===== config.mk =====
export PLATFORM = sky130hd
export DESIGN_NAME = epoch_seconds_calendar_convert_unit_flat
export DESIGN_NICKNAME = d
export VERILOG_FILES = /design/src/rtl/ecc_pkg.sv /design/src/rtl/ecc_if.sv /design/src/rtl/ecc_sdiv.sv /design/src/rtl/ecc_smac.sv /design/src/rtl/ecc_cal.sv /design/src/rtl/epoch_seconds_calendar_convert_unit.sv /design/src/flat_wrapper.sv
export SDC_FILE = /design/constraint.sdc
export NUM_CORES = 1
export LEC_CHECK = 0
export BUFFER_PORTS_ARGS = -buffer_cell sky130_fd_sc_hd__buf_2
export CAP_MARGIN = 20
export CORE_MARGIN = 3
export CORE_UTILIZATION = 40
export CTS_CLUSTER_DIAMETER = 50
export CTS_CLUSTER_SIZE = 24
export DETAILED_ROUTE_END_ITERATION = 6
export GPL_TIMING_DRIVEN = 0
export PLACE_DENSITY = 0.65
export SYNTH_ARGS = -nofsm -noshare
export SYNTH_HDL_FRONTEND = slang
export SYNTH_HIERARCHICAL = 1
export SYNTH_SLANG_ARGS = --single-unit
export TNS_END_PERCENT = 10

===== constraint.sdc =====
create_clock -name i_clk -period 11.1 [get_ports i_clk]
set_input_delay 0 -clock i_clk [delete_from_list [all_inputs] [get_ports i_clk]]
set_output_delay 0 -clock i_clk [all_outputs]
set_load 0.005 [all_outputs]

===== src/rtl/ecc_pkg.sv =====
// ----------------------------------------------------------------------------
// ecc_pkg: shared types, constants and calendar helpers
// Field widths, conversion constants and the month length table used by the
// epoch seconds / calendar converter.
// ----------------------------------------------------------------------------
`default_nettype none

package ecc_pkg;

    localparam int COUNT_W  = 32;
    localparam int YEAR_W   = 12;
    localparam int MONTH_W  = 4;
    localparam int DAY_W    = 5;
    localparam int HOUR_W   = 5;
    localparam int MINUTE_W = 6;
    localparam int SECOND_W = 6;

    // serial divider: dividend and divisor widths
    localparam int DIV_NUM_W = 32;
    localparam int DIV_DEN_W = 17;

    // serial multiply-accumulate: accumulator and multiplier widths
    localparam int MAC_ACC_W = 40;
    localparam int MAC_MUL_W = 17;

    // signed day count, wide enough for every year the input can name
    localparam int DAYS_W = 24;

    localparam logic [DIV_DEN_W-1:0] SECS_PER_DAY    = 17'd86400;
    localparam logic [DIV_DEN_W-1:0] SECS_PER_HOUR   = 17'd3600;
    localparam logic [DIV_DEN_W-1:0] SECS_PER_MINUTE = 17'd60;
    localparam logic [DIV_DEN_W-1:0] SECS_PER_SECOND = 17'd1;

    localparam logic [YEAR_W-1:0]  EPOCH_YEAR = 12'd2000;
    localparam logic [MONTH_W-1:0] LAST_MONTH = 4'd11;
    localparam logic [MONTH_W-1:0] FEBRUARY   = 4'd1;

    localparam logic [8:0] DAYS_PER_YEAR      = 9'd365;
    localparam logic [8:0] DAYS_PER_LEAP_YEAR = 9'd366;

    typedef logic signed [DAYS_W-1:0] t_days;

    typedef struct packed {
        logic                cmd;
        logic [COUNT_W-1:0]  count_in;
        logic [YEAR_W-1:0]   year_in;
        logic [MONTH_W-1:0]  month_in;
        logic [DAY_W-1:0]    day_in;
        logic [HOUR_W-1:0]   hour_in;
        logic [MINUTE_W-1:0] minute_in;
        logic [SECOND_W-1:0] second_in;
    } t_cvt_req;

    typedef struct packed {
        logic [COUNT_W-1:0]  count_out;
        logic [YEAR_W-1:0]   year_out;
        logic [MONTH_W-1:0]  month_out;
        logic [DAY_W-1:0]    day_out;
        logic [HOUR_W-1:0]   hour_out;
        logic [MINUTE_W-1:0] minute_out;
        logic [SECOND_W-1:0] second_out;
        logic                overflow;
    } t_cvt_rsp;

    // command codes
    localparam logic CMD_TO_DATE  = 1'b0;
    localparam logic CMD_TO_COUNT = 1'b1;

    function automatic logic [DAY_W-1:0] month_len(input logic [MONTH_W-1:0] m,
                                                   input logic leap);
        logic [DAY_W-1:0] d;
        unique case (m)
            FEBRUARY: d = leap ? 5'd29 : 5'd28;
            4'd3:     d = 5'd30;
            4'd5:     d = 5'd30;
            4'd8:     d = 5'd30;
            4'd10:    d = 5'd30;
            default:  d = 5'd31;
        endcase
        return d;
    endfunction

endpackage

`default_nettype wire


===== src/rtl/ecc_if.sv =====
// ----------------------------------------------------------------------------
// ecc_if: request and response channels
// Valid/ready channels carrying one conversion request or one result.
// ----------------------------------------------------------------------------
`default_nettype none

interface ecc_req_if;
    logic              valid;
    logic              ready;
    ecc_pkg::t_cvt_req data;

    modport source (output valid, output data, input ready);
    modport sink   (input valid, input data, output ready);
endinterface

interface ecc_rsp_if;
    logic              valid;
    logic              ready;
    ecc_pkg::t_cvt_rsp data;

    modport source (output valid, output data, input ready);
    modport sink   (input valid, input data, output ready);
endinterface

`default_nettype wire


===== src/rtl/ecc_sdiv.sv =====
// ----------------------------------------------------------------------------
// ecc_sdiv: bit-serial restoring divider
// One quotient bit per cycle; quotient and remainder are valid once busy
// drops.
// ----------------------------------------------------------------------------
`default_nettype none

module ecc_sdiv #(
    parameter int P_NUM_W = ecc_pkg::DIV_NUM_W,
    parameter int P_DEN_W = ecc_pkg::DIV_DEN_W
) (
    input  wire logic               i_clk,
    input  wire logic               i_rst_n,
    input  wire logic               i_start,
    input  wire logic [P_NUM_W-1:0] i_num,
    input  wire logic [P_DEN_W-1:0] i_den,
    output logic                    o_busy,
    output logic      [P_NUM_W-1:0] o_quo,
    output logic      [P_DEN_W-1:0] o_rem
);

    localparam int CNT_W = $clog2(P_NUM_W + 1);

    logic [P_NUM_W-1:0] r_q;
    logic [P_DEN_W-1:0] r_r;
    logic [P_DEN_W-1:0] r_den;
    logic [CNT_W-1:0]   r_cnt;

    logic [P_DEN_W:0]   n_trial;
    logic [P_DEN_W:0]   n_diff;
    logic               n_ge;

    assign n_trial = {r_r, r_q[P_NUM_W-1]};
    assign n_diff  = n_trial - {1'b0, r_den};
    assign n_ge    = (n_trial >= {1'b0, r_den});

    always_ff @(posedge i_clk) begin
        if (!i_rst_n) begin
            r_cnt <= '0;
        end else if (i_start) begin
            r_q   <= i_num;
            r_r   <= '0;
            r_den <= i_den;
            r_cnt <= CNT_W'(P_NUM_W);
        end else if (o_busy) begin
            // shift in the next dividend bit, subtract where it fits
            r_r   <= n_ge ? n_diff[P_DEN_W-1:0] : n_trial[P_DEN_W-1:0];
            r_q   <= {r_q[P_NUM_W-2:0], n_ge};
            r_cnt <= r_cnt - CNT_W'(1);
        end
    end

    assign o_busy = (r_cnt != '0);
    assign o_quo  = r_q;
    assign o_rem  = r_r;

endmodule

`default_nettype wire


===== src/rtl/ecc_smac.sv =====
// ----------------------------------------------------------------------------
// ecc_smac: bit-serial multiply-accumulate
// Adds a signed multiplicand times an unsigned multiplier into the
// accumulator, one multiplier bit per cycle.
// ----------------------------------------------------------------------------
`default_nettype none

module ecc_smac #(
    parameter int P_ACC_W = ecc_pkg::MAC_ACC_W,
    parameter int P_MUL_W = ecc_pkg::MAC_MUL_W
) (
    input  wire logic               i_clk,
    input  wire logic               i_rst_n,
    input  wire logic               i_start,
    input  wire logic               i_clr,
    input  wire logic [P_ACC_W-1:0] i_a,
    input  wire logic [P_MUL_W-1:0] i_b,
    output logic                    o_busy,
    output logic      [P_ACC_W-1:0] o_acc
);

    logic [P_ACC_W-1:0] r_a;
    logic [P_MUL_W-1:0] r_b;
    logic [P_ACC_W-1:0] r_acc;

    always_ff @(posedge i_clk) begin
        if (!i_rst_n) begin
            r_b <= '0;
        end else if (i_start) begin
            r_a <= i_a;
            r_b <= i_b;
            if (i_clr) begin
                r_acc <= '0;
            end
        end else if (o_busy) begin
            if (r_b[0]) begin
                r_acc <= r_acc + r_a;
            end
            r_a <= {r_a[P_ACC_W-2:0], 1'b0};
            r_b <= {1'b0, r_b[P_MUL_W-1:1]};
        end
    end

    // done as soon as no multiplier bits remain
    assign o_busy = (r_b != '0);
    assign o_acc  = r_acc;

endmodule

`default_nettype wire


===== src/rtl/ecc_cal.sv =====
// ----------------------------------------------------------------------------
// ecc_cal: year counter with leap rule
// Counts years from the epoch and tracks the year modulo 100 and 400 so
// the leap flag needs no division.
// ----------------------------------------------------------------------------
`default_nettype none

module ecc_cal (
    input  wire logic                        i_clk,
    input  wire logic                        i_rst_n,
    input  wire logic                        i_init,
    input  wire logic                        i_step,
    output logic [ecc_pkg::YEAR_W-1:0]       o_year,
    output logic                             o_leap
);

    localparam logic [6:0] C100_LAST = 7'd99;
    localparam logic [8:0] C400_LAST = 9'd399;

    logic [ecc_pkg::YEAR_W-1:0] r_year;
    logic [6:0]                 r_c100;
    logic [8:0]                 r_c400;

    always_ff @(posedge i_clk) begin
        if (!i_rst_n || i_init) begin
            // the epoch year is a multiple of 400
            r_year <= ecc_pkg::EPOCH_YEAR;
            r_c100 <= '0;
            r_c400 <= '0;
        end else if (i_step) begin
            r_year <= r_year + ecc_pkg::YEAR_W'(1);
            r_c100 <= (r_c100 == C100_LAST) ? 7'd0 : r_c100 + 7'd1;
            r_c400 <= (r_c400 == C400_LAST) ? 9'd0 : r_c400 + 9'd1;
        end
    end

    assign o_year = r_year;
    assign o_leap = (r_c400 == 9'd0) || ((r_c100 != 7'd0) && (r_year[1:0] == 2'd0));

endmodule

`default_nettype wire


===== src/rtl/epoch_seconds_calendar_convert_unit.sv =====
// ----------------------------------------------------------------------------
// epoch_seconds_calendar_convert_unit: seconds count <-> calendar date
// Converts seconds since 2000-01-01 00:00:00 to a Gregorian date and time
// (cmd 0) or a date and time to seconds with an overflow flag (cmd 1).
// ----------------------------------------------------------------------------
//  channel   | dir | handshake        | payload
//  i_req     | in  | valid / ready    | cmd, count_in, year..second_in
//  o_rsp     | out | valid / ready    | count_out, year..second_out, overflow
//
//  cmd 0: three passes of the bit-serial divider (days, hours, minutes), then
//         a year walk over the years past 2000 and a month walk.
//  cmd 1: after clamping, the one-year-per-cycle walk up to year_in, then the
//         month walk and four multiply-accumulate passes.
//  One transaction at a time; i_req.ready is high only while idle, and a held
//  result stalls only the finish of the next. Sync reset clears o_rsp.valid.
// ----------------------------------------------------------------------------
`default_nettype none

module epoch_seconds_calendar_convert_unit (
    input  wire logic     i_clk,
    input  wire logic     i_rst_n,
    ecc_req_if.sink       i_req,
    ecc_rsp_if.source     o_rsp
);

    typedef enum logic [3:0] {
        S_IDLE,
        S_DIV_DAY,
        S_DIV_HOUR,
        S_DIV_MIN,
        S_YEAR,
        S_MONTH,
        S_MAC_LOAD,
        S_MAC_RUN,
        S_DONE
    } t_state;

    typedef enum logic [1:0] {
        T_DAYS,
        T_HOURS,
        T_MINUTES,
        T_SECONDS
    } t_term;

    t_state                              r_state;
    t_term                               r_term;
    logic                                r_cmd;
    logic [ecc_pkg::YEAR_W-1:0]          r_year_tgt;
    logic [ecc_pkg::MONTH_W-1:0]         r_mon_tgt;
    logic [ecc_pkg::DAY_W-1:0]           r_day_in;
    logic [ecc_pkg::MONTH_W-1:0]         r_mon;
    ecc_pkg::t_days                      r_days;
    logic [ecc_pkg::HOUR_W-1:0]          r_hour;
    logic [ecc_pkg::MINUTE_W-1:0]        r_min;
    logic [ecc_pkg::SECOND_W-1:0]        r_sec;
    logic                                r_out_valid;
    ecc_pkg::t_cvt_rsp                   r_out;

    logic                                n_accept;
    logic                                n_done;
    ecc_pkg::t_cvt_rsp                   n_out;
    logic                                div_start;
    logic [ecc_pkg::DIV_NUM_W-1:0]       div_num;
    logic [ecc_pkg::DIV_DEN_W-1:0]       div_den;
    logic                                div_busy;
    logic [ecc_pkg::DIV_NUM_W-1:0]       div_quo;
    logic [ecc_pkg::DIV_DEN_W-1:0]       div_rem;

    logic                                mac_start;
    logic                                mac_clr;
    logic [ecc_pkg::MAC_ACC_W-1:0]       mac_a;
    logic [ecc_pkg::MAC_MUL_W-1:0]       mac_b;
    logic                                mac_busy;
    logic [ecc_pkg::MAC_ACC_W-1:0]       mac_acc;

    logic                                cal_init;
    logic                                cal_step;
    logic [ecc_pkg::YEAR_W-1:0]          cal_year;
    logic                                cal_leap;

    ecc_pkg::t_days                      n_ylen;
    ecc_pkg::t_days                      n_mlen;

    assign n_accept = i_req.valid && i_req.ready;
    assign n_done   = (r_state == S_DONE) && (!r_out_valid || o_rsp.ready);
    assign n_ylen   = ecc_pkg::t_days'(cal_leap ? ecc_pkg::DAYS_PER_LEAP_YEAR
                                                : ecc_pkg::DAYS_PER_YEAR);
    assign n_mlen   = ecc_pkg::t_days'(ecc_pkg::month_len(r_mon, cal_leap));

    ecc_sdiv #(
        .P_NUM_W (ecc_pkg::DIV_NUM_W),
        .P_DEN_W (ecc_pkg::DIV_DEN_W)
    ) u_div (
        .i_clk   (i_clk),
        .i_rst_n (i_rst_n),
        .i_start (div_start),
        .i_num   (div_num),
        .i_den   (div_den),
        .o_busy  (div_busy),
        .o_quo   (div_quo),
        .o_rem   (div_rem)
    );

    ecc_smac #(
        .P_ACC_W (ecc_pkg::MAC_ACC_W),
        .P_MUL_W (ecc_pkg::MAC_MUL_W)
    ) u_mac (
        .i_clk   (i_clk),
        .i_rst_n (i_rst_n),
        .i_start (mac_start),
        .i_clr   (mac_clr),
        .i_a     (mac_a),
        .i_b     (mac_b),
        .o_busy  (mac_busy),
        .o_acc   (mac_acc)
    );

    ecc_cal u_cal (
        .i_clk   (i_clk),
        .i_rst_n (i_rst_n),
        .i_init  (cal_init),
        .i_step  (cal_step),
        .o_year  (cal_year),
        .o_leap  (cal_leap)
    );

    always_comb begin
        div_start = 1'b0;
        div_num   = i_req.data.count_in;
        div_den   = ecc_pkg::SECS_PER_DAY;
        mac_start = 1'b0;
        mac_clr   = 1'b0;
        mac_a     = ecc_pkg::MAC_ACC_W'(r_days);
        mac_b     = ecc_pkg::SECS_PER_DAY;
        cal_init  = 1'b0;
        cal_step  = 1'b0;
        unique case (r_state)
            S_IDLE: begin
                if (n_accept) begin
                    cal_init  = 1'b1;
                    div_start = (i_req.data.cmd == ecc_pkg::CMD_TO_DATE);
                end
            end
            S_DIV_DAY: begin
                div_start = !div_busy;
                div_num   = ecc_pkg::DIV_NUM_W'(div_rem);
                div_den   = ecc_pkg::SECS_PER_HOUR;
            end
            S_DIV_HOUR: begin
                div_start = !div_busy;
                div_num   = ecc_pkg::DIV_NUM_W'(div_rem);
                div_den   = ecc_pkg::SECS_PER_MINUTE;
            end
            S_YEAR: begin
                if (r_cmd == ecc_pkg::CMD_TO_DATE) begin
                    cal_step = (r_days >= n_ylen);
                end else begin
                    cal_step = (cal_year != r_year_tgt);
                end
            end
            S_MAC_LOAD: begin
                mac_start = 1'b1;
                mac_clr   = (r_term == T_DAYS);
                unique case (r_term)
                    T_DAYS: begin
                        mac_a = ecc_pkg::MAC_ACC_W'(r_days);
                        mac_b = ecc_pkg::SECS_PER_DAY;
                    end
                    T_HOURS: begin
                        mac_a = ecc_pkg::MAC_ACC_W'(r_hour);
                        mac_b = ecc_pkg::SECS_PER_HOUR;
                    end
                    T_MINUTES: begin
                        mac_a = ecc_pkg::MAC_ACC_W'(r_min);
                        mac_b = ecc_pkg::SECS_PER_MINUTE;
                    end
                    T_SECONDS: begin
                        mac_a = ecc_pkg::MAC_ACC_W'(r_sec);
                        mac_b = ecc_pkg::SECS_PER_SECOND;
                    end
                    default: begin
                        mac_a = '0;
                        mac_b = '0;
                    end
                endcase
            end
            default: begin
            end
        endcase
    end

    // result word for the finished conversion; unused fields stay zero
    always_comb begin
        n_out = '0;
        if (r_cmd == ecc_pkg::CMD_TO_DATE) begin
            n_out.year_out   = cal_year;
            n_out.month_out  = r_mon;
            n_out.day_out    = r_days[ecc_pkg::DAY_W-1:0] + ecc_pkg::DAY_W'(1);
            n_out.hour_out   = r_hour;
            n_out.minute_out = r_min;
            n_out.second_out = r_sec;
        end else begin
            n_out.count_out  = mac_acc[ecc_pkg::COUNT_W-1:0];
            n_out.overflow   = |mac_acc[ecc_pkg::MAC_ACC_W-1:ecc_pkg::COUNT_W];
        end
    end

    always_ff @(posedge i_clk) begin
        if (!i_rst_n) begin
            r_state     <= S_IDLE;
            r_out_valid <= 1'b0;
        end else begin
            if (n_done) begin
                r_out_valid <= 1'b1;
            end else if (o_rsp.ready) begin
                r_out_valid <= 1'b0;
            end
            unique case (r_state)
                S_IDLE: begin
                    if (n_accept) begin
                        r_cmd      <= i_req.data.cmd;
                        r_year_tgt <= (i_req.data.year_in < ecc_pkg::EPOCH_YEAR)
                                      ? ecc_pkg::EPOCH_YEAR : i_req.data.year_in;
                        r_mon_tgt  <= (i_req.data.month_in > ecc_pkg::LAST_MONTH)
                                      ? ecc_pkg::LAST_MONTH : i_req.data.month_in;
                        r_day_in   <= i_req.data.day_in;
                        r_hour     <= i_req.data.hour_in;
                        r_min      <= i_req.data.minute_in;
                        r_sec      <= i_req.data.second_in;
                        r_days     <= '0;
                        r_mon      <= '0;
                        r_state    <= (i_req.data.cmd == ecc_pkg::CMD_TO_DATE)
                                      ? S_DIV_DAY : S_YEAR;
                    end
                end
                S_DIV_DAY: begin
                    if (!div_busy) begin
                        r_days  <= ecc_pkg::t_days'(div_quo[ecc_pkg::DAYS_W-1:0]);
                        r_state <= S_DIV_HOUR;
                    end
                end
                S_DIV_HOUR: begin
                    if (!div_busy) begin
                        r_hour  <= div_quo[ecc_pkg::HOUR_W-1:0];
                        r_state <= S_DIV_MIN;
                    end
                end
                S_DIV_MIN: begin
                    if (!div_busy) begin
                        r_min   <= div_quo[ecc_pkg::MINUTE_W-1:0];
                        r_sec   <= div_rem[ecc_pkg::SECOND_W-1:0];
                        r_state <= S_YEAR;
                    end
                end
                S_YEAR: begin
                    // one year per cycle; the year counter advances alongside
                    if (r_cmd == ecc_pkg::CMD_TO_DATE) begin
                        if (r_days >= n_ylen) begin
                            r_days <= r_days - n_ylen;
                        end else begin
                            r_state <= S_MONTH;
                        end
                    end else begin
                        if (cal_year != r_year_tgt) begin
                            r_days <= r_days + n_ylen;
                        end else begin
                            r_state <= S_MONTH;
                        end
                    end
                end
                S_MONTH: begin
                    if (r_cmd == ecc_pkg::CMD_TO_DATE) begin
                        if ((r_mon < ecc_pkg::LAST_MONTH) && (r_days >= n_mlen)) begin
                            r_days <= r_days - n_mlen;
                            r_mon  <= r_mon + ecc_pkg::MONTH_W'(1);
                        end else begin
                            r_state <= S_DONE;
                        end
                    end else begin
                        if (r_mon < r_mon_tgt) begin
                            r_days <= r_days + n_mlen;
                            r_mon  <= r_mon + ecc_pkg::MONTH_W'(1);
                        end else begin
                            // day offset is taken as it stands, zero rolls back
                            r_days  <= r_days + ecc_pkg::t_days'(r_day_in)
                                       - ecc_pkg::t_days'(1);
                            r_term  <= T_DAYS;
                            r_state <= S_MAC_LOAD;
                        end
                    end
                end
                S_MAC_LOAD: begin
                    r_state <= S_MAC_RUN;
                end
                S_MAC_RUN: begin
                    if (!mac_busy) begin
                        if (r_term == T_SECONDS) begin
                            r_state <= S_DONE;
                        end else begin
                            r_term  <= t_term'(r_term + 2'd1);
                            r_state <= S_MAC_LOAD;
                        end
                    end
                end
                S_DONE: begin
                    // hold until the output register is free
                    if (n_done) begin
                        r_out   <= n_out;
                        r_state <= S_IDLE;
                    end
                end
                default: begin
                    r_state <= S_IDLE;
                end
            endcase
        end
    end

    assign i_req.ready = (r_state == S_IDLE);
    assign o_rsp.valid = r_out_valid;
    assign o_rsp.data  = r_out;

endmodule

`default_nettype wire


===== src/flat_wrapper.sv =====
// flat-port wrapper written by rule: the top's interface ports become plain ports
module epoch_seconds_calendar_convert_unit_flat 
  (i_clk, i_rst_n, i_req_valid, i_req_data, i_req_ready, o_rsp_valid, o_rsp_data, o_rsp_ready);
  ecc_req_if i_req_i ();
  ecc_rsp_if o_rsp_i ();
  input  wire logic i_clk;
  input  wire logic i_rst_n;
  input wire logic [$bits(i_req_i.valid)-1:0] i_req_valid;
  input wire logic [$bits(i_req_i.data)-1:0] i_req_data;
  output wire logic [$bits(i_req_i.ready)-1:0] i_req_ready;
  output wire logic [$bits(o_rsp_i.valid)-1:0] o_rsp_valid;
  output wire logic [$bits(o_rsp_i.data)-1:0] o_rsp_data;
  input wire logic [$bits(o_rsp_i.ready)-1:0] o_rsp_ready;
  assign i_req_i.valid = i_req_valid;
  assign i_req_i.data = i_req_data;
  assign i_req_ready = i_req_i.ready;
  assign o_rsp_valid = o_rsp_i.valid;
  assign o_rsp_data = o_rsp_i.data;
  assign o_rsp_i.ready = o_rsp_ready;
  epoch_seconds_calendar_convert_unit u_core (.i_clk(i_clk), .i_rst_n(i_rst_n), .i_req(i_req_i), .o_rsp(o_rsp_i));
endmodule

# After elaboration in Yosys (flattened, before gate mapping)
# Index checks and enable logic that the tools add are counted.
# W data, S select, Z words.
# op_classes
add_sub_neg	15
order_cmp	7
n_eq_ne	37
mux	78
bitwise	2
n_reduce_logical	42
# ops
op	n
$mux W40	7
$mux W24	8
$pmux W40 S4	1
$mux W32	3
$pmux W24 S4	1
$mux W17	5
$mux W4	17
$pmux W17 S4	1
$add A24 B6 Y24	2
$add A40 B40 Y40	1
$mux W6	6
$pmux W4 S9	1
$pmux W17 S2	1
$add A24 B24 Y24	1
$ge A24 B24 Y1	1
$ge A24 B6 Y1	1
$pmux W6 S2	2
$sub A24 B2 Y24 const B	1
$sub A24 B24 Y24	1
$sub A24 B6 Y24	1
$eq A4 B3 Y1 const B	5
$pmux W5 S2	2
$ge A18 B17 Y1	1
$reduce_bool A17 Y1	1
55 further kinds	110
# word_totals
regBits	342
out_inout_bits	73
wordCells	212

# Longest topological paths before layout
# Gate-level depths: netlist of the first run.
# depth
ltp_word	10
ltp_mapped	20
depth_no_buf	18

# By module
# The synthesis of the first run kept the hierarchy.
# by_module_without_submodules
module	n_inst	cells_per_inst	area_per_inst_um2
epoch_seconds_calendar_convert_unit	1	1165	11000.6
ecc_smac	1	561	6014.5
ecc_sdiv	1	339	4023.9
ecc_cal	1	158	1372.6

# Worst setup path after synthesis of the first run
# No wires, ideal clock.
# synth_path
path_type	register to register
startpoint	register u_core.r_state[3]
endpoint	register u_core.r_out, in the netlist u_core/o_rsp.data[0] (enable)
setup_time_ns	0.602
arrival_time_ns	6.225
required_time_ns	10.498
setup_slack_ns	4.273
stages_incl_launch_ff	4
n_path_buf	1
period_less_slack_ns	6.827
cell_sequence	dfxtp_1 > clkbuf_1 > nor4b_1 > nor3b_1
# synth_via
elab_chain_cells	3
# synth_lines
item	line	text
start: declaration	epoch_seconds_calendar_convert_unit.sv:45	t_state r_state;
start signal: assignment	epoch_seconds_calendar_convert_unit.sv:232	r_state <= (i_req.data.cmd == ecc_pkg::CMD_TO_DATE)
$eq A4 B4 Y1 (*)	epoch_seconds_calendar_convert_unit.sv:85, epoch_seconds_calendar_convert_unit.sv:218	
$logic_and A1 B1 Y1	epoch_seconds_calendar_convert_unit.sv:85	assign n_done = (r_state == S_DONE) && (!r_out_valid || o_rsp.ready);
$reduce_and A3 Y1 (no source line) (*)	--	
end signal: assignment	epoch_seconds_calendar_convert_unit.sv:308	r_out <= n_out;
end: declaration	epoch_seconds_calendar_convert_unit.sv:57	ecc_pkg::t_cvt_rsp r_out;
# Mark *: on every way between the ends. The rest lies on a longest branch, timed or not.
# A chain may end at the register's enable or synchronous reset.

# Final worst setup path of the first run
# layout_path
startpoint	register u_core.u_cal.r_c100[3]
endpoint	register u_core.r_days[23] (enable)
# layout_via
elab_chain_cells	9
word_cells_on_any_way	12
cone_classes	2 x order compare; 2 x eq/ne; 3 x mux; 5 x reduce/logical
# layout_lines
item	line	text
start: declaration	ecc_cal.sv:21	logic [6:0] r_c100;
start signal: assignment	ecc_cal.sv:32	r_c100 <= (r_c100 == C100_LAST) ? 7'd0 : r_c100 + 7'd1;
$reduce_bool A7 Y1 (*)	ecc_cal.sv:38	assign o_leap = (r_c400 == 9'd0) || ((r_c100 != 7'd0) && (r_year[1:0] == 2'd0));
$logic_and A1 B1 Y1 (*)	ecc_cal.sv:38	
$logic_or A1 B1 Y1 (*)	ecc_cal.sv:38	
via u_core.cal_leap	epoch_seconds_calendar_convert_unit.sv:79	logic cal_leap;
$mux W1	ecc_pkg.sv:73	FEBRUARY: d = leap ? 5'd29 : 5'd28;
$pmux W5 S2	ecc_pkg.sv:72	unique case (m)
$ge A24 B6 Y1	epoch_seconds_calendar_convert_unit.sv:273	if ((r_mon < ecc_pkg::LAST_MONTH) && (r_days >= n_mlen)) begin
$logic_and A1 B1 Y1	epoch_seconds_calendar_convert_unit.sv:273	
$ne A3 B1 Y1 (no source line)	--	
$reduce_and A7 Y1 (no source line) (*)	--	
end signal: assignment	epoch_seconds_calendar_convert_unit.sv:274	r_days <= r_days - n_mlen;
end signal: assignment	epoch_seconds_calendar_convert_unit.sv:281	r_days <= r_days + n_mlen;
end signal: assignment	epoch_seconds_calendar_convert_unit.sv:285	r_days <= r_days + ecc_pkg::t_days'(r_day_in)
end: declaration	epoch_seconds_calendar_convert_unit.sv:52	ecc_pkg::t_days r_days;
# Mark *: on every way through the listed nets, which the timed path passes. The rest lies on a longest branch.

==> results.tsv, run 1 <==
metric	value	unit
drt total wl	65500	µm
drt initial violations	1580	
initial antenna violation count	0	
Cell Chain, Critical Path	or3_1 > o41ai_1 > o41ai_1 > buf_2 > nand2b_1 > a31oi_1 > ha_1 > fa_1 > and4b_1 > o211ai_1 > a221o_1 > xnor2_1 > o21ai_0 > a221oi_1 > and3_1 > buf_8	
met1 Resource Use GR	30.4	%
GR Util All Layers	21.8	%
worst rel slew slack	32.2	%
post-synthesis mux area share	6.48	%
Tcrit/Tclk final	49.4	%
placed standard-cell area	24300	µm²
Yosys warning count	6	
maxcap violations	0	
status	finished, violations left	
HP Class	input port to flop	
Final Hold Viols	0	
Critical Path RT	11.36	ns
met2 Use GR	34.9	%
PnR worst setup slack	5.62	ns
Slew @ Worst Pin	0.992	ns
Wirelength per Cell	19.8	µm
Synth area leader	edfxtp_1	
cell leakage power	10.3	nW
Crit path top cell by count	o41ai_1	
RePlAce Congestion	1.01	
failing checks	DRC	
Mapped Avg Cell Area	10.1	µm²
WS Path Type	flop to flop	
Worst Path Max Fanout	17	
FMAX	182	MHz
placed cell count	3138	
area grow syn2layout	20.0	%
clock buffer depth	3	
DIE HEIGHT	243	µm
Critical Path Source Type	flop	
Die ar.	58900	µm²
Largest stage delay, worst path	0.53	ns
Synth cell types	100	
row cnt	86	
Synth Instances	2223	
largest cells by area after synthesis	edfxtp_1 38%, ha_1 8.8%, dfxtp_1 5.0%	
Worst-path clk slew	0.07	ns
Core ar.	55300	µm²
async set or reset register ratio after synthesis	0	%
vias per inst	5.59	
I/O pins	148	
CP top delay family	compound AO/OA/AOI/OAI gates	
Final setup viols	0	
Most Used Layer, Global Route	met2	
vias in the first global route	18368	
Starting Density	40.5	%
Worst setup EP type	flop	
TritonCTS clock tree	built	
first-pass GRT wire length	103000	µm
root buf cell	clkbuf_16	
# diodes	0	
PortBufs	147	
DP HPWL	49400	µm
register area share after synthesis	43.3	%
Worst Path Buf+Inv	2	
maximum VDD drop	0.000179	V
via count	18506	
Post-synth top cells	286 x edfxtp_1, 193 x nor2_1, 181 x nand2_1	
met3 Usage GRT	3.10	%
RSZ-0062 raised after global routing	false	
post-CTS setup repair buffer count	0	
Mapped Area	22400	µm²
Yosys top cell area share	38.3	%
largest family of logic cells by synthesized area	simple AND/OR/NAND/NOR gates	
largest net degree at the start of global routing	41	
clock period minus final worst setup slack	5.48	ns
Detail Route Antenna Nets	0	
max-slew violation count	0	
adder-cell share of the synthesized area	9.45	%
TritonCTS Buffers	47	
Pwr Density	260	nW/µm²
final hold slack	0.163	ns
DRC	1	
Synth Flop Type	edfxtp_1	
Place WS	5.77	ns
Layout Skew	0.0279	ns
compound-cell area share of the yosys netlist	15.0	%
drt pass-1 iters	7	
WP data arrival	5.75	ns
Post-synth EDFFs	286	
Simple-Gate Fraction of Synth Area	16.9	%
post-synthesis xor/xnor area fraction	4.88	%
layout cells sized above 1	15.8	%
Final nets	2765	
most frequent cell after synthesis	edfxtp_1	
H-tree depth	2	
insertion delay to the later sink of the worst-skew pair	0.59	ns
register bit total from synthesis	342	
CP max stage cell	and3_1	
clk sinks	342	
grt ovf	0	
Final Cell Area	26900	µm²
setup TNS	0	ns
Post-Layout Cell Count	3311	
Die Wd	243	µm
-- area by class of cell --
cell class                 instances  area, µm²
inverter                         135        507
clock buffer                      49       1230
tap                              748        936
buffer                            88        372
sequential                       342       9710
multi-input combinational       1666      11900
clock inverter                    38        527
timing repair buffer             245       1740
fill                            5109      28400
-- final timing paths --
path / cells after the start / start / end / slack [ns]
setup / recovery: 16 / u_core/u_cal/r_c100[3] / u_core/r_days[23] / 5.62
hold / removal: 2 / i_req_data[17] / u_core/r_day_in[0] / 0.16
setup reg to reg: 16 / u_core/u_cal/r_c100[3] / u_core/r_days[23] / 5.62
hold reg to reg: 2 / u_core/u_div/r_cnt[1] / u_core/u_div/r_cnt[1] / 0.52
-- placed cells by master (no fill, tap or decap), types with 93 or more instances in the layout --
master	Yosys	layout
a21oi_1	117	117
buf_2	9	158
edfxtp_1	286	286
ha_1	158	158
inv_1	130	129
mux2_2	93	93
nand2_1	181	181
nor2_1	193	191
o21ai_0	96	96
xnor2_1	94	94
-- metrics by stage --
| step | total power (W) | utilization (%) |
|---|---|---|
| floorplan | 0.00427 | - |
| global placement | 0.00515 | 43.6 |
| global route | 0.00743 | 48.6 |
| detailed placement | 0.00523 | 43.9 |
| CTS | 0.00694 | 48.6 |
| finish | 0.00698 | 48.6 |
-- power by group --
part	internal (W)	total [W]	switching, W
Clock	0.000958	0.00165	0.000695
Combinational	0.00126	0.00332	0.00206
Sequential	0.00177	0.00201	0.000242
-- sequential cells by signal, indices dropped and copies added (netlist names), 6 cells and up --
signal	count
u_core/u_mac/r_b	17
u_core/r_sec	6
u_core/u_cal/r_c100	7
u_core/u_cal/o_year	12
u_core/r_min	6
u_core/u_mac/o_acc	40
u_core/o_rsp.data	71
u_core/u_div/o_rem	17
u_core/r_days	24
u_core/u_div/o_quo	32
u_core/u_div/r_cnt	6
u_core/u_div/r_den	17
u_core/r_year_tgt	12
u_core/u_cal/r_c400	9
u_core/u_mac/r_a	40
-- logic make-up after synthesis --
kind of cell               after synthesis
and+or+nand+nor                        755
AOI/OAI and AO/OA                      479
DFF                                    342
buffers and inverters                  223
adders and majority gates              165
muxes                                  133
xor gates and xnor gates               125
other                                    1
-- routing by layer --
layer,vias to the layer above,wire length [µm]
li1,8777,-
met2,683,29500
met4,0,1940
met5,-,0
met1,8930,29600
met3,116,4470
-- worst reg2reg max path, delay by kind of cell, from the launching register on --
family,cells,cell delay [ns]
AO/OA/AOI/OAI,7,1.92
XOR/XNOR,1,0.32
adder cells (fa/ha/maj),2,0.74
buffers and inverters,2,0.45
flip-flops,1,0.35
AND/OR/NAND/NOR,4,1.38
-- timing repair --
action	in CTS	in global routing
resized for setup	0	0
hold endpoints to repair	90	0
hold buffers	84	0
Note: power is estimated with default switching activity, not from simulation.
==> run 2, diff against run 1 <==
==> constraint.sdc (replaced) <==
create_clock -name i_clk -period 5.05 [get_ports i_clk]
set_input_delay 0 -clock i_clk [delete_from_list [all_inputs] [get_ports i_clk]]
set_output_delay 0 -clock i_clk [all_outputs]
set_load 0.005 [all_outputs]
==> run 2 against run 1 <==
- the run now ends clean
- total power rose by 120%
- clock power rose by 110%
- core utilization hardly changed
- critical path depth fell by 2
- cell count stayed put
- clock skew rose by 0.013 ns
- setup slack worse by 5.5 ns
- worst hold slack lost 0.031 ns
- first-iteration DRC count rose by 7.2%
- flip-flop and latch count is the same
- register-to-register slack lost 5.5 ns
- critical path type unchanged
- largest power group unchanged
==> results.tsv, run 2 (same netlist as run 1, synthesis figures left out) <==
metric	value	unit
status	completed	
RePlAce Congestion	0.989	
TritonCTS clock tree	built	
drt total wl	65400	µm
clock buffer depth	3	
I/O pins	148	
initial antenna violation count	0	
FILL cells	5127	
DIE HEIGHT	243	µm
Cell Chain, Critical Path	clkbuf_1 > clkbuf_1 > inv_1 > ha_1 > inv_1 > ha_1 > a211oi_1 > o21bai_1 > or4_1 > a221oi_2 > nor3b_1 > o41ai_1 > mux2i_1 > o21ai_0	
Largest stage delay, worst path	0.54	ns
most common cell after layout, fill and taps aside	edfxtp_1	
Critical Path RT	5.33	ns
Die ar.	58900	µm²
drt initial violations	1693	
CP max stage cell	or4_1	
vias in the first global route	18326	
TritonCTS Buffers	49	
switch share	42.8	%
RSZ-0062 raised after global routing	false	
number of flip-flops under the largest register name	71	
Slew @ Worst Pin	1.00	ns
met1 Resource Use GR	29.6	%
GR Util All Layers	21.6	%
root buf cell	clkbuf_16	
Wirelength per Cell	19.7	µm
Worst-path clk slew	0.07	ns
Most Used Layer, Global Route	met2	
via count	18442	
cell leakage power	10.3	nW
CP top delay family	compound AO/OA/AOI/OAI gates	
HP Class	input port to flop	
WS Path Type	flop to flop	
P_sw	0.00648	W
vias per inst	5.57	
maximum VDD drop	0.000374	V
clock period minus final worst setup slack	4.97	ns
Clk pwr share	22.8	%
Core ar.	55300	µm²
Final setup viols	0	
DRC	0	
H-tree depth	2	
Seq pwr share	29.2	%
met3 Usage GRT	3.42	%
row cnt	86	
max-slew violation count	0	
setup TNS	0	ns
FMAX	201	MHz
post-CTS setup repair buffer count	0	
# diodes	0	
most frequent cells in the layout	286 x edfxtp_1, 191 x nor2_1, 181 x nand2_1	
Combinational Power Share	48.0	%
insertion delay to the later sink of the worst-skew pair	0.60	ns
grt ovf	0	
layout cells sized above 1	15.8	%
Critical Path Source Type	flop	
Tcrit/Tclk final	98.4	%
P_int	0.00867	W
Storage cell area	9710	µm²
first-pass GRT wire length	102000	µm
worst rel slew slack	32.7	%
Layout Skew	0.0412	ns
Final nets	2766	
Starting Density	40.5	%
DP HPWL	49300	µm
Detail Route Antenna Nets	0	
PortBufs	147	
Final Hold Viols	0	
area used by multi-input combinational logic	11900	µm²
largest net degree at the start of global routing	41	
Worst Path Max Fanout	10	
drt pass-1 iters	6	
WP data arrival	5.25	ns
clk sinks	342	
final design utilization	48.6	%
Die Wd	243	µm
maxcap violations	0	
area grow syn2layout	20.0	%
Worst Path Buf+Inv	4	
met2 Use GR	35.9	%
Pwr Density	563	nW/µm²
Worst setup EP type	flop	
==> run 2: cell count changes in the layout (fill, tap and decap cells not counted), sizes merged, moves of 2 or more <==
cell | before | now
dlygate4sd3 | 84 | 87
bufinv | 4 | 2
buf | 183 | 179
inv | 153 | 149
clkinv | 13 | 16
clkbuf | 115 | 120
==> run 2: layout make-up <==
| type | count | area share [%] |
|---|---|---|
| inverter | 135 | 1.88 |
| clock inverter | 34 | 1.52 |
| sequential | 342 | 36.1 |
| tap | 748 | 3.48 |
| clock buffer | 54 | 4.71 |
| multi-input combinational | 1666 | 44.4 |
| buffer | 88 | 1.38 |
| timing repair buffer | 244 | 6.58 |
==> run 2: path summary, 6_finish.rpt <==
check                       from                  end  slack [ns]  cells past startpoint
min reg2reg  u_core/u_mac/r_b[9]  u_core/u_mac/r_b[8]        0.52                      2
max reg2reg     u_core/r_days[2]    u_core/r_days[22]        0.08                     14
min               i_req_data[17]   u_core/r_day_in[0]        0.13                      2
max             u_core/r_days[2]    u_core/r_days[22]        0.08                     14
==> run 2: timing repair <==
item | CTS | global route
hold endpoints to repair | 90 | 0
resized for setup | 4 | 7
endpoints found under the setup margin | 42 | 31
pin swaps | 0 | 0
hold buffers | 87 | 0
==> run 2: power by group through the flow <==
stage | Clock (W) | Sequential, W | Combinational (W)
6_report | 0.00346 | 0.00443 | 0.00728
5_1_grt | 0.00366 | 0.00449 | 0.00798
4_1_cts | 0.00354 | 0.00442 | 0.00712
3_5_place_dp | 0 | 0.00447 | 0.00699
3_3_place_gp | 0 | 0.00447 | 0.00682
2_1_floorplan | 0 | 0.00424 | 0.00515
==> run 2: through the flow <==
| stage | power (W) | worst slack [ns] | instance area [µm²] | hold slack [ns] | instances |
|---|---|---|---|---|---|
| detailed placement | 0.0115 | -0.339 | 24300 | 0.203 | 3134 |
| finish | 0.0152 | 0.0797 | 26900 | 0.133 | 3311 |
| global route | 0.0161 | 0.00562 | 26900 | 0.114 | 3311 |
| CTS | 0.0151 | 0.0124 | 26900 | 0.103 | 3309 |
| global placement | 0.0113 | -1.32 | 24100 | 0.204 | 3126 |
| floorplan | 0.00939 | 0.723 | 22400 | 0.0989 | 2231 |
==> run 2: metal layers <==
layer	wire length, µm	vias up
met5	0	-
met4	1350	0
met3	4500	86
met2	30500	689
met1	29100	8893
li1	-	8774
==> run 3, diff against run 2 <==
--- a/config.mk
+++ b/config.mk
@@ -13,6 +13,7 @@
 export CTS_CLUSTER_SIZE = 24
 export DETAILED_ROUTE_END_ITERATION = 6
 export GPL_TIMING_DRIVEN = 0
+export MAX_ROUTING_LAYER = met4
 export PLACE_DENSITY = 0.65
 export SYNTH_ARGS = -nofsm -noshare
 export SYNTH_HDL_FRONTEND = slang
==> constraint.sdc (replaced) <==
create_clock -name i_clk -period 6.1 [get_ports i_clk]
set_input_delay 0 -clock i_clk [delete_from_list [all_inputs] [get_ports i_clk]]
set_output_delay 0 -clock i_clk [all_outputs]
set_load 0.005 [all_outputs]
==> run 3 against run 2 <==
- sequential power fell by 17%
- first-iteration DRC count grew 0.12%
- routed wire length increased by 0.62%
- setup slack gained 0.61 ns
==> results.tsv, run 3 (same netlist as run 1, synthesis figures left out) <==
metric	value	unit
status	completed	
FMAX	185	MHz
hold path depth	2	
worst rel slew slack	22.1	%
vias in the first global route	18374	
cell leakage power	10.2	nW
WS Path Type	flop to flop	
R2R setup slack	0.69	ns
initial antenna violation count	0	
root buf cell	clkbuf_16	
insertion delay to the later sink of the worst-skew pair	0.59	ns
DRC	0	
DP HPWL	49700	µm
HP Class	input port to flop	
final hold slack	0.149	ns
grt ovf	0	
WP data arrival	5.67	ns
clock buffer depth	3	
Worst setup EP type	flop	
largest net degree at the start of global routing	41	
TritonCTS Buffers	48	
Total Power	0.0125	W
clock period minus final worst setup slack	5.41	ns
Combinational Power Share	48.1	%
Seq pwr share	29.4	%
Die Wd	243	µm
TritonCTS clock tree	built	
row cnt	86	
RSZ-0062 raised after global routing	false	
Die ar.	58900	µm²
switch share	43.0	%
cts repair resizes	0	
Slew @ Worst Pin	1.14	ns
via count	18464	
most common cell after layout, fill and taps aside	edfxtp_1	
Tcrit/Tclk final	88.7	%
PortBufs	147	
setup TNS	0	ns
Core ar.	55300	µm²
Starting Density	40.5	%
Critical Path RT	6.36	ns
Layout Skew	0.0290	ns
DIE HEIGHT	243	µm
R2R depth	16	
Post-Layout Cell Count	3306	
P_int	0.00712	W
I/O pins	148	
Final Hold Viols	0	
drt total wl	65800	µm
max-slew violation count	0	
number of flip-flops under the largest register name	71	
drt initial violations	1695	
area grow syn2layout	19.3	%
Critical Path Source Type	flop	
first-pass GRT wire length	103000	µm
Worst-path clk slew	0.07	ns
RR Startpoint	u_core/u_cal/r_c100[3]	
Wirelength per Cell	19.9	µm
maximum VDD drop	0.000312	V
RePlAce Congestion	1.00	
Detail Route Antenna Nets	0	
Clk pwr share	22.5	%
H-tree depth	2	
layout cells sized above 1	15.7	%
Final setup viols	0	
crit path to	u_core/r_days[17]	
# diodes	0	
P_sw	0.00537	W
most frequent cells in the layout	286 x edfxtp_1, 191 x nor2_1, 181 x nand2_1	
Worst R2R End	u_core/r_days[17]	
clk sinks	342	
Final nets	2761	
maxcap violations	0	
GR Util All Layers	22.5	%
Pwr Density	467	nW/µm²
Worst Path Max Fanout	17	
placed cell count	3135	
drt pass-1 iters	5	
vias per inst	5.58	
Worst Setup SP	u_core/u_cal/r_c100[3]	
==> run 3: cell count changes in the layout (fill, tap and decap cells not counted), sizes merged <==
cell         delta
dlygate4sd3     -5
clkbuf          -4
clkinv          +2
buf             +1
clkinvlp        +1
==> run 3: layer usage <==
layer | up-vias | GRT usage (%) | share of wire [%]
met5 | - | - | 0
met4 | 0 | 6.03 | 2.4
met3 | 101 | 3.07 | 6.2
met2 | 638 | 35.7 | 46
met1 | 8967 | 30.4 | 46
li1 | 8758 | - | -
==> run 3: how the worst min path moves through the flow <==
stage	from	to
finish	i_req_data[17]	u_core/r_day_in[0]
global route	i_req_data[19]	u_core/r_day_in[2]
CTS	i_req_data[17]	u_core/r_day_in[0]
detailed placement	i_req_data[17]	u_core/r_day_in[0]
global placement	i_req_data[17]	u_core/r_day_in[0]
floorplan	i_req_data[70]	u_core/r_cmd
==> run 3: cell type report <==
| type | count | area, µm² |
|---|---|---|
| timing repair buffer | 240 | 1700 |
| multi-input combinational | 1666 | 11900 |
| inverter | 135 | 507 |
| clock inverter | 37 | 413 |
| tap | 748 | 936 |
| buffer | 88 | 372 |
| fill | 5167 | 28600 |
| clock buffer | 50 | 1220 |
| sequential | 342 | 9710 |
==> run 3: metrics by stage <==
stage	util [%]	area [µm²]	setup slack (ns)
final	48.3	26700	0.686
after global placement	43.6	24100	-0.220
after global routing	48.3	26700	0.472
after floorplan	-	22400	1.77
after detailed placement	43.9	24300	0.786
after CTS	48.3	26700	0.745
==> run 3: critical path: stages, from the launching register on <==
cell and delay (ns):
dfxtp_1 0.36, or3_1 0.38, o41ai_1 0.35, o41ai_1 0.17
buf_2 0.20, nand2b_1 0.07, a31oi_1 0.18, ha_1 0.25
fa_1 0.44, and4b_1 0.38, o211ai_1 0.19, a221o_1 0.34
xnor2_1 0.29, o21ai_0 0.28, a221oi_1 0.38, and3_1 0.54
buf_8 0.27
==> run 3: timing repair <==
action	in CTS	in global routing
hold endpoints to repair	90	0
hold buffers	82	0
setup buffers	0	0
==> run 3: power groups by stage <==
stage / Combinational (W) / Sequential [W] / Clock (W)
detailed placement: 0.00580 / 0.00370 / 0
global placement: 0.00568 / 0.00371 / 0
floorplan: 0.00426 / 0.00351 / 0
CTS: 0.00589 / 0.00366 / 0.00289
global route: 0.00658 / 0.00372 / 0.00298
finish: 0.00601 / 0.00367 / 0.00281
